$ cat src/hw/rtl/cda_pkg.sv
// shared types, constants and calendar helpers for the date adder
`default_nettype none

package cda_pkg;

  typedef logic [3:0] month_t;
  typedef logic [4:0] day_t;
  typedef logic [8:0] ymod_t;  // year modulo 400

  typedef struct packed {
    logic finish;
    logic overflow;
  } step_stat_t;

  localparam logic KIND_LOAD = 1'b0;
  localparam logic KIND_ADD  = 1'b1;

  localparam month_t MON_JAN = 4'd1;
  localparam month_t MON_FEB = 4'd2;
  localparam month_t MON_APR = 4'd4;
  localparam month_t MON_JUN = 4'd6;
  localparam month_t MON_SEP = 4'd9;
  localparam month_t MON_NOV = 4'd11;
  localparam month_t MON_DEC = 4'd12;

  localparam day_t DAY_FIRST  = 5'd1;
  localparam day_t DAY_LAST   = 5'd31;
  localparam day_t LEN_SHORT  = 5'd30;
  localparam day_t LEN_FEB    = 5'd28;
  localparam day_t LEN_FEB_LP = 5'd29;

  localparam logic [9:0] QUAD_CENT = 10'd400;
  localparam ymod_t YMOD_LAST = 9'd399;
  localparam ymod_t CENT_1 = 9'd100;
  localparam ymod_t CENT_2 = 9'd200;
  localparam ymod_t CENT_3 = 9'd300;

  // full gregorian rule, taken from the year modulo 400
  function automatic logic is_leap(input ymod_t r);
    return (r[1:0] == 2'b00) && (r != CENT_1) && (r != CENT_2) && (r != CENT_3);
  endfunction

  // month length table; codes outside 1..12 fall to 31 and are screened elsewhere
  function automatic day_t month_len(input month_t m, input logic leap);
    day_t len;
    case (m)
      MON_FEB: len = leap ? LEN_FEB_LP : LEN_FEB;
      MON_APR, MON_JUN, MON_SEP, MON_NOV: len = LEN_SHORT;
      default: len = DAY_LAST;
    endcase
    return len;
  endfunction

endpackage

`default_nettype wire

$ cat src/hw/rtl/cda_mod_unit.sv
// reciprocal year-modulo-400 unit: capture, multiply, fold, each a registered step
`default_nettype none

module cda_mod_unit #(
  parameter int YEAR_BITS = 16
) (
  input  wire logic                 clk,
  input  wire logic                 rst_n,
  input  wire logic                 start,
  input  wire logic [YEAR_BITS-1:0] year,
  output logic                      done,
  output cda_pkg::ymod_t            ymod
);

  // year mod 400 = 16 * ((year / 16) mod 25) + year mod 16
  localparam int ZB = YEAR_BITS - 4;
  localparam int SH = ZB + 5;
  localparam int PW = 2 * ZB + 6;
  // ceil(2^SH / 25) gives the exact quotient by 25 for every ZB-bit value
  localparam longint unsigned RECIP_FULL = ((64'd1 << SH) + 64'd24) / 64'd25;
  localparam logic [ZB:0] RECIP = (ZB+1)'(RECIP_FULL);

  logic [ZB-1:0]  sixt_r, sixt_nxt;   // year / 16
  logic [3:0]     low_r, low_nxt;     // year mod 16
  logic [PW-1:0]  prod_r, prod_nxt;
  cda_pkg::ymod_t ymod_r, ymod_nxt;
  logic           mul_r;              // product being formed
  logic           fold_r;             // remainder being formed
  logic           done_r;
  logic [4:0]     quo_lo;
  logic [4:0]     rem25;

  // only the low bits of the quotient matter, the remainder is below 25
  assign quo_lo = prod_r[SH +: 5];
  assign rem25  = 5'(sixt_r) - quo_lo * 5'd25;

  always_comb begin
    sixt_nxt = sixt_r;
    low_nxt  = low_r;
    prod_nxt = prod_r;
    ymod_nxt = ymod_r;
    if (start) begin
      sixt_nxt = year[YEAR_BITS-1:4];
      low_nxt  = year[3:0];
    end
    if (mul_r) begin
      prod_nxt = PW'(sixt_r) * PW'(RECIP);
    end
    if (fold_r) begin
      ymod_nxt = {rem25, low_r};
    end
  end

  always_ff @(posedge clk) begin
    sixt_r <= sixt_nxt;
    low_r  <= low_nxt;
    prod_r <= prod_nxt;
    ymod_r <= ymod_nxt;
    if (!rst_n) begin
      mul_r  <= 1'b0;
      fold_r <= 1'b0;
      done_r <= 1'b0;
    end else begin
      mul_r  <= start;
      fold_r <= mul_r;
      done_r <= fold_r;
    end
  end

  assign done = done_r;
  assign ymod = ymod_r;

endmodule

`default_nettype wire

$ cat src/hw/rtl/cda_step.sv
// one month of the day walk: fits in this month, or move to the next one, or saturate at the top year
`default_nettype none

module cda_step #(
  parameter int YEAR_BITS  = 16,
  parameter int COUNT_BITS = 16
) (
  input  wire logic [YEAR_BITS-1:0]  year,
  input  wire cda_pkg::month_t       month,
  input  wire cda_pkg::day_t         day,
  input  wire cda_pkg::ymod_t        ymod,
  input  wire logic [COUNT_BITS-1:0] rem,
  output logic [YEAR_BITS-1:0]       year_n,
  output cda_pkg::month_t            month_n,
  output cda_pkg::day_t              day_n,
  output cda_pkg::ymod_t             ymod_n,
  output logic [COUNT_BITS-1:0]      rem_n,
  output cda_pkg::step_stat_t        stat
);

  cda_pkg::day_t        len;
  logic [COUNT_BITS:0]  sum;
  logic [5:0]           used;

  assign len  = cda_pkg::month_len(month, cda_pkg::is_leap(ymod));
  assign sum  = (COUNT_BITS+1)'(day) + {1'b0, rem};
  // days consumed to reach the first of next month
  assign used = {1'b0, len} - {1'b0, day} + 6'd1;

  always_comb begin
    year_n  = year;
    month_n = month;
    day_n   = day;
    ymod_n  = ymod;
    rem_n   = rem;
    stat    = '0;
    if (sum <= (COUNT_BITS+1)'(len)) begin
      day_n       = sum[4:0];
      stat.finish = 1'b1;
    end else begin
      rem_n = rem - COUNT_BITS'(used);
      day_n = cda_pkg::DAY_FIRST;
      if (month >= cda_pkg::MON_DEC) begin
        if (&year) begin
          // saturate at the last day of the largest year
          month_n       = cda_pkg::MON_DEC;
          day_n         = cda_pkg::DAY_LAST;
          stat.finish   = 1'b1;
          stat.overflow = 1'b1;
        end else begin
          year_n  = year + YEAR_BITS'(1);
          month_n = cda_pkg::MON_JAN;
          ymod_n  = (ymod == cda_pkg::YMOD_LAST) ? '0 : ymod + 9'd1;
        end
      end else begin
        month_n = month + 4'd1;
      end
    end
  end

endmodule

`default_nettype wire

$ cat src/hw/rtl/calendar_date_add_days.sv
// top level of the calendar date register with day addition
//
//  channel | dir | handshake            | payload
//  --------+-----+----------------------+---------------------------------------------
//  in_     | in  | in_tvalid/in_tready  | tuser: kind; tdata: year, month, day, count
//  out_    | out | out_tvalid/out_tready| tdata: year, month, day; tuser: two flags
//
//  load item: capture, multiply and fold in the modulo-400 unit, then a check, then issue
//  add item: the shared step unit walks one month per cycle until the count is used up
//    or the top year saturates, then issue
//  rst_n (synchronous) gives 1 January of year 0; no clearing pass
//  in_tready is high only in idle; a result waiting in the output register does not
//    hold off the next item, only its issue
`default_nettype none

module calendar_date_add_days #(
  parameter int YEAR_BITS  = 16,
  parameter int COUNT_BITS = 16
) (
  input  wire logic        clk,
  input  wire logic        rst_n,
  input  wire logic        in_tvalid,
  output logic             in_tready,
  input  wire logic [47:0] in_tdata,   // new_year[15:0], new_month[19:16], new_day[24:20],
                                       // day_count[40:25], zero[47:41]
  input  wire logic [0:0]  in_tuser,   // kind[0]
  output logic             out_tvalid,
  input  wire logic        out_tready,
  output logic [31:0]      out_tdata,  // out_year[15:0], out_month[19:16], out_day[24:20],
                                       // zero[31:25]
  output logic [1:0]       out_tuser   // set_rejected[0], year_overflow[1]
);

  // sequencer codes
  localparam logic [2:0] S_IDLE = 3'd0;
  localparam logic [2:0] S_MOD  = 3'd1;
  localparam logic [2:0] S_CHK  = 3'd2;
  localparam logic [2:0] S_WALK = 3'd3;
  localparam logic [2:0] S_DONE = 3'd4;

  logic [2:0]            state_r, state_nxt;

  // the held date and its year modulo 400
  logic [YEAR_BITS-1:0]  cur_year_r, cur_year_nxt;
  cda_pkg::month_t       cur_month_r, cur_month_nxt;
  cda_pkg::day_t         cur_day_r, cur_day_nxt;
  cda_pkg::ymod_t        cur_ymod_r, cur_ymod_nxt;

  // working registers of the item in progress
  logic [YEAR_BITS-1:0]  ld_year_r, ld_year_nxt;
  cda_pkg::month_t       ld_month_r, ld_month_nxt;
  cda_pkg::day_t         ld_day_r, ld_day_nxt;
  logic [COUNT_BITS-1:0] rem_r, rem_nxt;
  logic                  rej_r, rej_nxt;
  logic                  ovf_r, ovf_nxt;

  // output register
  logic                  out_tvalid_r, out_tvalid_nxt;
  logic [31:0]           out_tdata_r, out_tdata_nxt;
  logic [1:0]            out_tuser_r, out_tuser_nxt;

  logic                  in_acc;
  logic                  mod_start;
  logic                  mod_done;
  cda_pkg::ymod_t        mod_val;
  logic                  ld_ok;

  logic [YEAR_BITS-1:0]  st_year;
  cda_pkg::month_t       st_month;
  cda_pkg::day_t         st_day;
  cda_pkg::ymod_t        st_ymod;
  logic [COUNT_BITS-1:0] st_rem;
  cda_pkg::step_stat_t   st_stat;

  assign in_tready = (state_r == S_IDLE);
  assign in_acc    = in_tvalid && in_tready;
  assign mod_start = in_acc && (in_tuser[0] == cda_pkg::KIND_LOAD);

  // year modulo 400 of a date being loaded, for the leap check
  cda_mod_unit #(
    .YEAR_BITS(YEAR_BITS)
  ) u_mod (
    .clk  (clk),
    .rst_n(rst_n),
    .start(mod_start),
    .year (ld_year_nxt),
    .done (mod_done),
    .ymod (mod_val)
  );

  // shared month step, reused every walk cycle
  cda_step #(
    .YEAR_BITS (YEAR_BITS),
    .COUNT_BITS(COUNT_BITS)
  ) u_step (
    .year   (cur_year_r),
    .month  (cur_month_r),
    .day    (cur_day_r),
    .ymod   (cur_ymod_r),
    .rem    (rem_r),
    .year_n (st_year),
    .month_n(st_month),
    .day_n  (st_day),
    .ymod_n (st_ymod),
    .rem_n  (st_rem),
    .stat   (st_stat)
  );

  // a load must be a real date in the leap sense of its own year
  assign ld_ok = (ld_month_r >= cda_pkg::MON_JAN) && (ld_month_r <= cda_pkg::MON_DEC) &&
                 (ld_day_r >= cda_pkg::DAY_FIRST) &&
                 (ld_day_r <= cda_pkg::month_len(ld_month_r, cda_pkg::is_leap(mod_val)));

  always_comb begin
    state_nxt      = state_r;
    cur_year_nxt   = cur_year_r;
    cur_month_nxt  = cur_month_r;
    cur_day_nxt    = cur_day_r;
    cur_ymod_nxt   = cur_ymod_r;
    ld_year_nxt    = ld_year_r;
    ld_month_nxt   = ld_month_r;
    ld_day_nxt     = ld_day_r;
    rem_nxt        = rem_r;
    rej_nxt        = rej_r;
    ovf_nxt        = ovf_r;
    out_tvalid_nxt = out_tvalid_r && !out_tready;
    out_tdata_nxt  = out_tdata_r;
    out_tuser_nxt  = out_tuser_r;
    case (state_r)
      S_IDLE: begin
        if (in_acc) begin
          ld_year_nxt  = YEAR_BITS'(in_tdata[15:0]);
          ld_month_nxt = in_tdata[19:16];
          ld_day_nxt   = in_tdata[24:20];
          rem_nxt      = COUNT_BITS'(in_tdata[40:25]);
          rej_nxt      = 1'b0;
          ovf_nxt      = 1'b0;
          state_nxt    = (in_tuser[0] == cda_pkg::KIND_LOAD) ? S_MOD : S_WALK;
        end
      end
      S_MOD: begin
        if (mod_done) begin
          state_nxt = S_CHK;
        end
      end
      S_CHK: begin
        if (ld_ok) begin
          cur_year_nxt  = ld_year_r;
          cur_month_nxt = ld_month_r;
          cur_day_nxt   = ld_day_r;
          cur_ymod_nxt  = mod_val;
        end
        rej_nxt   = !ld_ok;
        state_nxt = S_DONE;
      end
      S_WALK: begin
        cur_year_nxt  = st_year;
        cur_month_nxt = st_month;
        cur_day_nxt   = st_day;
        cur_ymod_nxt  = st_ymod;
        rem_nxt       = st_rem;
        ovf_nxt       = st_stat.overflow;
        if (st_stat.finish) begin
          state_nxt = S_DONE;
        end
      end
      S_DONE: begin
        // issue once the output register is free or being emptied
        if (!out_tvalid_r || out_tready) begin
          out_tvalid_nxt = 1'b1;
          out_tdata_nxt  = {7'd0, cur_day_r, cur_month_r, 16'(cur_year_r)};
          out_tuser_nxt  = {ovf_r, rej_r};
          state_nxt      = S_IDLE;
        end
      end
      default: begin
        state_nxt = S_IDLE;
      end
    endcase
  end

  always_ff @(posedge clk) begin
    ld_year_r   <= ld_year_nxt;
    ld_month_r  <= ld_month_nxt;
    ld_day_r    <= ld_day_nxt;
    rem_r       <= rem_nxt;
    rej_r       <= rej_nxt;
    ovf_r       <= ovf_nxt;
    out_tdata_r <= out_tdata_nxt;
    out_tuser_r <= out_tuser_nxt;
    if (!rst_n) begin
      state_r      <= S_IDLE;
      cur_year_r   <= '0;
      cur_month_r  <= cda_pkg::MON_JAN;
      cur_day_r    <= cda_pkg::DAY_FIRST;
      cur_ymod_r   <= '0;
      out_tvalid_r <= 1'b0;
    end else begin
      state_r      <= state_nxt;
      cur_year_r   <= cur_year_nxt;
      cur_month_r  <= cur_month_nxt;
      cur_day_r    <= cur_day_nxt;
      cur_ymod_r   <= cur_ymod_nxt;
      out_tvalid_r <= out_tvalid_nxt;
    end
  end

  assign out_tvalid = out_tvalid_r;
  assign out_tdata  = out_tdata_r;
  assign out_tuser  = out_tuser_r;

`ifndef NO_ASSERTIONS
  // the held date always stays a real month
  a_month_range: assert property (@(posedge clk) disable iff (!rst_n)
    (cur_month_r >= cda_pkg::MON_JAN) && (cur_month_r <= cda_pkg::MON_DEC))
    else $error("held month out of range");

  // the tracked year modulo 400 never reaches 400
  a_ymod_range: assert property (@(posedge clk) disable iff (!rst_n)
    cur_ymod_r <= cda_pkg::YMOD_LAST)
    else $error("year modulo 400 out of range");

  // a load and an add flag never appear together
  a_flag_excl: assert property (@(posedge clk) disable iff (!rst_n)
    out_tvalid_r |-> !(out_tuser_r[0] && out_tuser_r[1]))
    else $error("both result flags set");

  // an overflowed add ends on 31 december
  a_ovf_date: assert property (@(posedge clk) disable iff (!rst_n)
    (out_tvalid_r && out_tuser_r[1]) |->
      (out_tdata_r[19:16] == cda_pkg::MON_DEC) && (out_tdata_r[24:20] == cda_pkg::DAY_LAST))
    else $error("overflow result not saturated");

  // an accepted item leaves idle at once
  a_busy_after_accept: assert property (@(posedge clk) disable iff (!rst_n)
    in_acc |=> (state_r != S_IDLE))
    else $error("sequencer stayed idle after accept");
`endif

endmodule

`default_nettype wire

$ cat config.mk
export PLATFORM = sky130hd
export DESIGN_NAME = calendar_date_add_days
export DESIGN_NICKNAME = d
export VERILOG_FILES = /design/src/hw/rtl/cda_pkg.sv /design/src/hw/rtl/cda_mod_unit.sv /design/src/hw/rtl/cda_step.sv /design/src/hw/rtl/calendar_date_add_days.sv
export SDC_FILE = /design/constraint.sdc
export NUM_CORES = 1
export LEC_CHECK = 0
export CAP_MARGIN = 40
export CORE_MARGIN = 10
export CORE_UTILIZATION = 46
export CTS_CLUSTER_SIZE = 10
export DETAILED_ROUTE_END_ITERATION = 8
export DONT_BUFFER_PORTS = 1
export SLEW_MARGIN = 20
export SYNTH_ARGS = -nofsm -noshare
export SYNTH_HDL_FRONTEND = slang
export SYNTH_SLANG_ARGS = --single-unit
$ cat constraint.sdc
create_clock -name clk -period 5.6 [get_ports clk]
set_input_delay 1.12 -clock clk [delete_from_list [all_inputs] [get_ports clk]]
set_output_delay 1.12 -clock clk [all_outputs]
set_load 0.01 [all_outputs]
==> results.cfg, run 1 <==
[finish]
n_fill_cell = 1936
fin_nets = 1232
postLayoutCoreUtil_pct = 51.4
layout-drive-gt1-share_pct = 6.58
area_growth_pct = 9.42

[floorplan]
start_util_pct = 47.0
die_area_sq_mm = 0.0278
rows = 53
core_area_sq_mm = 0.0211
die_h_um = 167
die_w_um = 167
ios = 89

[worst_setup_path]
r2r_setup_slack_ns = 0.55
path_class = flop to flop
crit_path_end = u_mod.prod_r[21]
reg2reg_depth = 17
crit_arrival_ns = 5.22
r2r_end = u_mod.prod_r[21]
setup.worst_path.start_class = flop
worstReg2RegStart = u_mod.sixt_r[5]
worstSetupStartpoint = u_mod.sixt_r[5]
path_max_fanout = 5
worstPathRequired_ns = 5.77
worstSetupEndpointType = flop

[power]
ir_worst_vdd_uv = 197
p_per_area_mw_per_mm2 = 384
fin_total_pwr_mw = 4.16
p_leak_nw = 4.64

[yosys]
synth_cells = 1025
synth_edf_count = 84
syn_avg_cell_area_sq_um = 9.66
yosysWarningCount = 0
ys_async_sr_fraction_pct = 0
netlist_area_sq_mm = 0.00990
ys_seq_area_share_pct = 37.0
synth-seq-cells = 141
synth_cell_type_count = 69
ys.flop_type = edfxtp_1

[routing]
totalWireLength_mm = 22.5
avgRoutedWirePerCell_um = 17.2
ant_nets = 0
dr_total_vias = 7028
viasPerCell = 5.36
drtIter0Drc = 326
drc = 0
drtPass1Iterations = 4

[global_route]
grt_max_degree = 77
grt.overflow.total = 0
grt_pass1_wl_mm = 37.1
grt_use_total_pct = 16.3
antenna_found_initial = 1
grt_pass1_vias = 7161

[sta]
holdWs_ns = 0.419
fin_worst_skew_ns = 0.00986
setup_viol = 0
hold_viol_final = 0
fin_tns_setup_ns = 0
max_freq_mhz = 198
worstMarginPinSlew_ns = 0.712
maxSlewHeadroom_pct = 52.1
maxSlewViolCount = 0
fin_crit_ns = 5.05
period_share_pct = 90.2
rsz0062_at_grt = no

[status]
status = finished clean

[clock_network]
clk_latency_ns = 0.42
post-cts-setup-buffer-count = 0
clkTransAtPathRegs_ns = 0.06
cts_sinks = 141
clk_path_buf_depth = 2
root_buffer = clkbuf_16
cts_buffers = 17
cts_tree = built
ctsHtreeMaxLevel = 4
cts_resized = 0
postCtsHoldBufs = 0

[place]
dp.final_hpwl_mm = 17.0
portBuffers = 0
globalplace.congestion = 0.845

[job]
maxCapViolCount = 0

[min_path]
hold_path.class = flop to flop
==> area by class of cell <==
cell class	instances	area (sq um)	share of cell area, %
Tap cell	275	344	3.18
Clock inverter	15	194	1.79
Clock buffer	17	425	3.93
Inverter	135	507	4.68
Multi-Input combinational cell	711	5540	51.1
Sequential cell	141	3660	33.8
Antenna cell	1	2.50	0.0231
Timing Repair Buffer	15	164	1.51
==> per-layer routing <==
metal | track usage (%) | wire [um]
met3 | 4.35 | 1210
met4 | 5.35 | 462
met5 | 0 | 0
met2 | 26.5 | 10600
met1 | 20.5 | 10200
==> report_power, final <==
part	total (mW)	switching, mW	internal (mW)
Sequential	1.35	0.104	1.24
Clock	1.19	0.450	0.744
Combinational	1.62	0.888	0.734
==> cells by family after synthesis <==
group	Yosys count	share of synthesized area, %
DFF	141	37.0
AOI/OAI and AO/OA	192	12.8
muxes	10	1.04
adders and majority gates	158	23.7
xor gates and xnor gates	36	3.18
and+or+nand+nor	308	14.7
buffers and inverters	179	7.61
other	1	0.0379
==> layout by cell type, fill, tap and decap left out, types with 11 or more instances in the layout <==
master,synthesis,final
a21oi_1,45,45
fa_1,49,49
o31ai_1,12,12
nand2_1,136,135
xor2_1,13,13
buf_4,13,11
a211oi_1,12,12
edfxtp_1,84,84
clkbuf_16,0,17
nor3_1,23,22
dfxtp_1,57,57
o21ai_0,48,47
nand3_1,23,23
xnor2_1,23,23
nor2_1,53,53
ha_1,109,109
inv_1,134,134
==> synthesized netlist by cell type, types with 4 or more instances <==
master	instances	share of area [%]
o21ai_0	48	2.4
or3_1	9	0.57
ha_1	109	14
a31oi_1	6	0.38
dfxtp_1	57	12
a21o_1	8	0.61
xor2_1	13	1.1
o21ai_1	8	0.40
buf_4	13	0.99
nor4_1	8	0.51
inv_1	134	5.1
nand3_1	23	1.2
and2_1	8	0.51
fa_1	49	9.9
xnor2_1	23	2.0
nor2_1	53	2.0
and3_1	9	0.57
buf_6	4	0.45
o21a_1	4	0.30
nand2_1	136	5.2
o211ai_1	9	0.68
o22ai_1	4	0.25
mux2i_1	8	0.81
nand3b_1	4	0.30
a21oi_1	45	2.3
nor2b_1	9	0.57
o31ai_1	12	0.91
edfxtp_1	84	25
buf_1	5	0.19
nand2b_1	4	0.25
nor3_1	23	1.2
clkbuf_1	20	0.76
a211oi_1	12	0.91
==> worst min-delay path by stage <==
| stage | start | end | slack [ns] | cells after the start |
|---|---|---|---|---|
| after floorplan | rej_r | out_tuser[0] | 0.40 | 0 |
| after global placement | rej_r | out_tuser[0] | 0.40 | 0 |
| after detailed placement | rej_r | out_tuser[0] | 0.41 | 0 |
| after CTS | rej_r | out_tuser[0] | 0.42 | 0 |
| after global routing | u_mod.low_r[0] | u_mod.ymod[0] | 0.43 | 0 |
| final | rej_r | out_tuser[0] | 0.42 | 0 |
==> through the flow <==
| stage | setup WS (ns) | instance area [sq um] | instances |
|---|---|---|---|
| final | 0.546 | 10800 | 1310 |
| after global routing | 0.219 | 10800 | 1310 |
| after CTS | 0.504 | 10800 | 1308 |
| after detailed placement | 0.523 | 10200 | 1276 |
| after global placement | 0.576 | 10100 | 1273 |
| after floorplan | 0.871 | 9930 | 1031 |
==> critical path, stage by stage (launching register included) <==
cell,delay (ns)
edfxtp_1,0.50
fa_1,0.57
inv_1,0.07
fa_1,0.50
inv_1,0.04
ha_1,0.26
inv_1,0.05
fa_1,0.53
inv_1,0.05
fa_1,0.47
ha_1,0.33
a2111oi_0,0.34
o21ai_0,0.18
nand4_1,0.13
a21o_1,0.17
a31oi_1,0.16
o41ai_1,0.33
xnor2_1,0.10
==> registers in the layout, summed over array words and instances (netlist names), 9 cells and up <==
signal	flops
ld_year_r	16
cur_year_r	16
u_mod.sixt_r	12
out_tdata	25
u_mod.ymod	9
rem_r	16
cur_ymod_r	9
(Power assumes the default switching activity.)
==> run 2, diff against run 1 <==
PLACE_DENSITY_LB_ADDON = 0.25   (was unset)
==> run 2 against run 1 <==
  * Sequential share of layout area grew 0.19 points
  * Register-to-register slack lost 0.05 ns
  * Clock power shrank 3%
  * Critical path type unchanged
  * Critical endpoint unchanged
==> results.cfg, run 2 (same netlist as run 1, synthesis figures left out) <==
[floorplan]
core_area_sq_mm = 0.0211
ios = 89
die_w_um = 167
start_util_pct = 47.0
rows = 53
die_h_um = 167
die_area_sq_mm = 0.0278

[sta]
fin_tns_setup_ns = 0
worstMarginPinSlew_ns = 0.824
fin_worst_skew_ns = 0.0136
maxSlewViolCount = 0
finalWorstSetupSlack_ns = 0.494
period_share_pct = 91.2
max_freq_mhz = 196
maxSlewHeadroom_pct = 44.6
setup_viol = 0
fin_crit_ns = 5.11
rsz0062_at_grt = no
hold_viol_final = 0

[clock_network]
cts_sinks = 141
clk_latency_ns = 0.43
postCtsHoldBufs = 0
root_buffer = clkbuf_16
clkTransAtPathRegs_ns = 0.06
clk_path_buf_depth = 2
ctsHtreeMaxLevel = 4
post-cts-setup-buffer-count = 0
cts_buffers = 17
cts_resized = 0
cts_tree = built

[worst_setup_path]
path_class = flop to flop
crit_arrival_ns = 5.28
worstSetupEndpointType = flop
reg2reg_depth = 17
path_max_fanout = 6
worstReg2RegStart = u_mod.sixt_r[4]
r2r_end = u_mod.prod_r[21]
setup.worst_path.start_class = flop
worstPathRequired_ns = 5.77
r2r_setup_slack_ns = 0.49

[global_route]
grt_pass1_wl_mm = 36.7
grt_use_total_pct = 16.0
antenna_found_initial = 0
grt_max_degree = 92
grt.overflow.total = 0
grt_pass1_vias = 7138

[job]
maxCapViolCount = 0

[finish]
layout-drive-gt1-share_pct = 6.39
final_common_cell = nand2_1
diodes = 0
fin_nets = 1231
largest_register_ffs = 25
regArea_sq_mm = 0.00366
multi_input_area_sq_mm = 0.00553
layout_common_cells = nand2_1, inv_1, ha_1, edfxtp_1, dfxtp_1
n_fill_cell = 1926
area_growth_pct = 8.81

[power]
p_leak_nw = 4.59
p_per_area_mw_per_mm2 = 381
ir_worst_vdd_uv = 206

[routing]
drtIter0Drc = 352
drtPass1Iterations = 4
dr_total_vias = 7037
totalWireLength_mm = 22.1
ant_nets = 0
avgRoutedWirePerCell_um = 16.9
viasPerCell = 5.38
drc = 0

[place]
dp.final_hpwl_mm = 16.5
dp_slack_ns = 0.500
globalplace.congestion = 0.873
portBuffers = 0

[status]
status = finished clean

[min_path]
hold_depth = 0
worstHoldEndpoint = u_mod.ymod[1]
min_from = u_mod.low_r[1]
hold_path.class = flop to flop
==> run 2: layout make-up <==
class	count	share of cell area [%]
multi-input cells	711	51.3
flip-flops and latches	141	34.0
inverters	135	4.70
clock buffers	19	4.02
well taps	275	3.19
clock inverters	13	1.53
repair buffers	14	1.27
==> run 2: power by group <==
| group | internal (mW) | switching (mW) |
|---|---|---|
| sequential | 1.24 | 0.103 |
| combinational | 0.731 | 0.879 |
| clock | 0.702 | 0.453 |
==> run 2: layer usage <==
layer	wire [um]	track usage, %
met1	10200	20.7
met2	10200	25.4
met3	1370	4.87
met4	340	4.43
met5	0	0
==> run 2: worst max path at each step <==
stage	from	endpoint	slack (ns)	cells past startpoint
global route	u_mod.sixt_r[4]	u_mod.prod_r[21]	0.16	17
floorplan	u_mod.sixt_r[3]	u_mod.prod_r[21]	0.87	17
finish	u_mod.sixt_r[4]	u_mod.prod_r[21]	0.49	17
CTS	u_mod.sixt_r[4]	u_mod.prod_r[21]	0.48	17
global placement	u_mod.sixt_r[4]	u_mod.prod_r[21]	0.47	17
detailed placement	u_mod.sixt_r[4]	u_mod.prod_r[21]	0.50	17
==> run 2: critical path, cell delays in order, from the launching register on <==
cell       delay [ns]
edfxtp_1         0.54
fa_1             0.61
inv_1            0.07
fa_1             0.49
inv_1            0.04
ha_1             0.26
inv_1            0.05
fa_1             0.52
inv_1            0.05
fa_1             0.47
ha_1             0.34
a2111oi_0        0.33
o21ai_0          0.18
nand4_1          0.13
a21o_1           0.16
a31oi_1          0.16
o41ai_1          0.35
xnor2_1          0.10
==> run 2: stage by stage <==
step | instances | power [mW] | instance area (sq um) | util [%] | hold slack [ns]
after CTS | 1306 | 4.17 | 10700 | 50.9 | 0.424
final | 1308 | 4.11 | 10800 | 51.1 | 0.421
after global routing | 1308 | 4.51 | 10800 | 51.1 | 0.428
after floorplan | 1031 | 2.64 | 9930 | - | 0.400
after global placement | 1272 | 2.95 | 10100 | 47.9 | 0.401
after detailed placement | 1274 | 3.00 | 10100 | 48.1 | 0.409
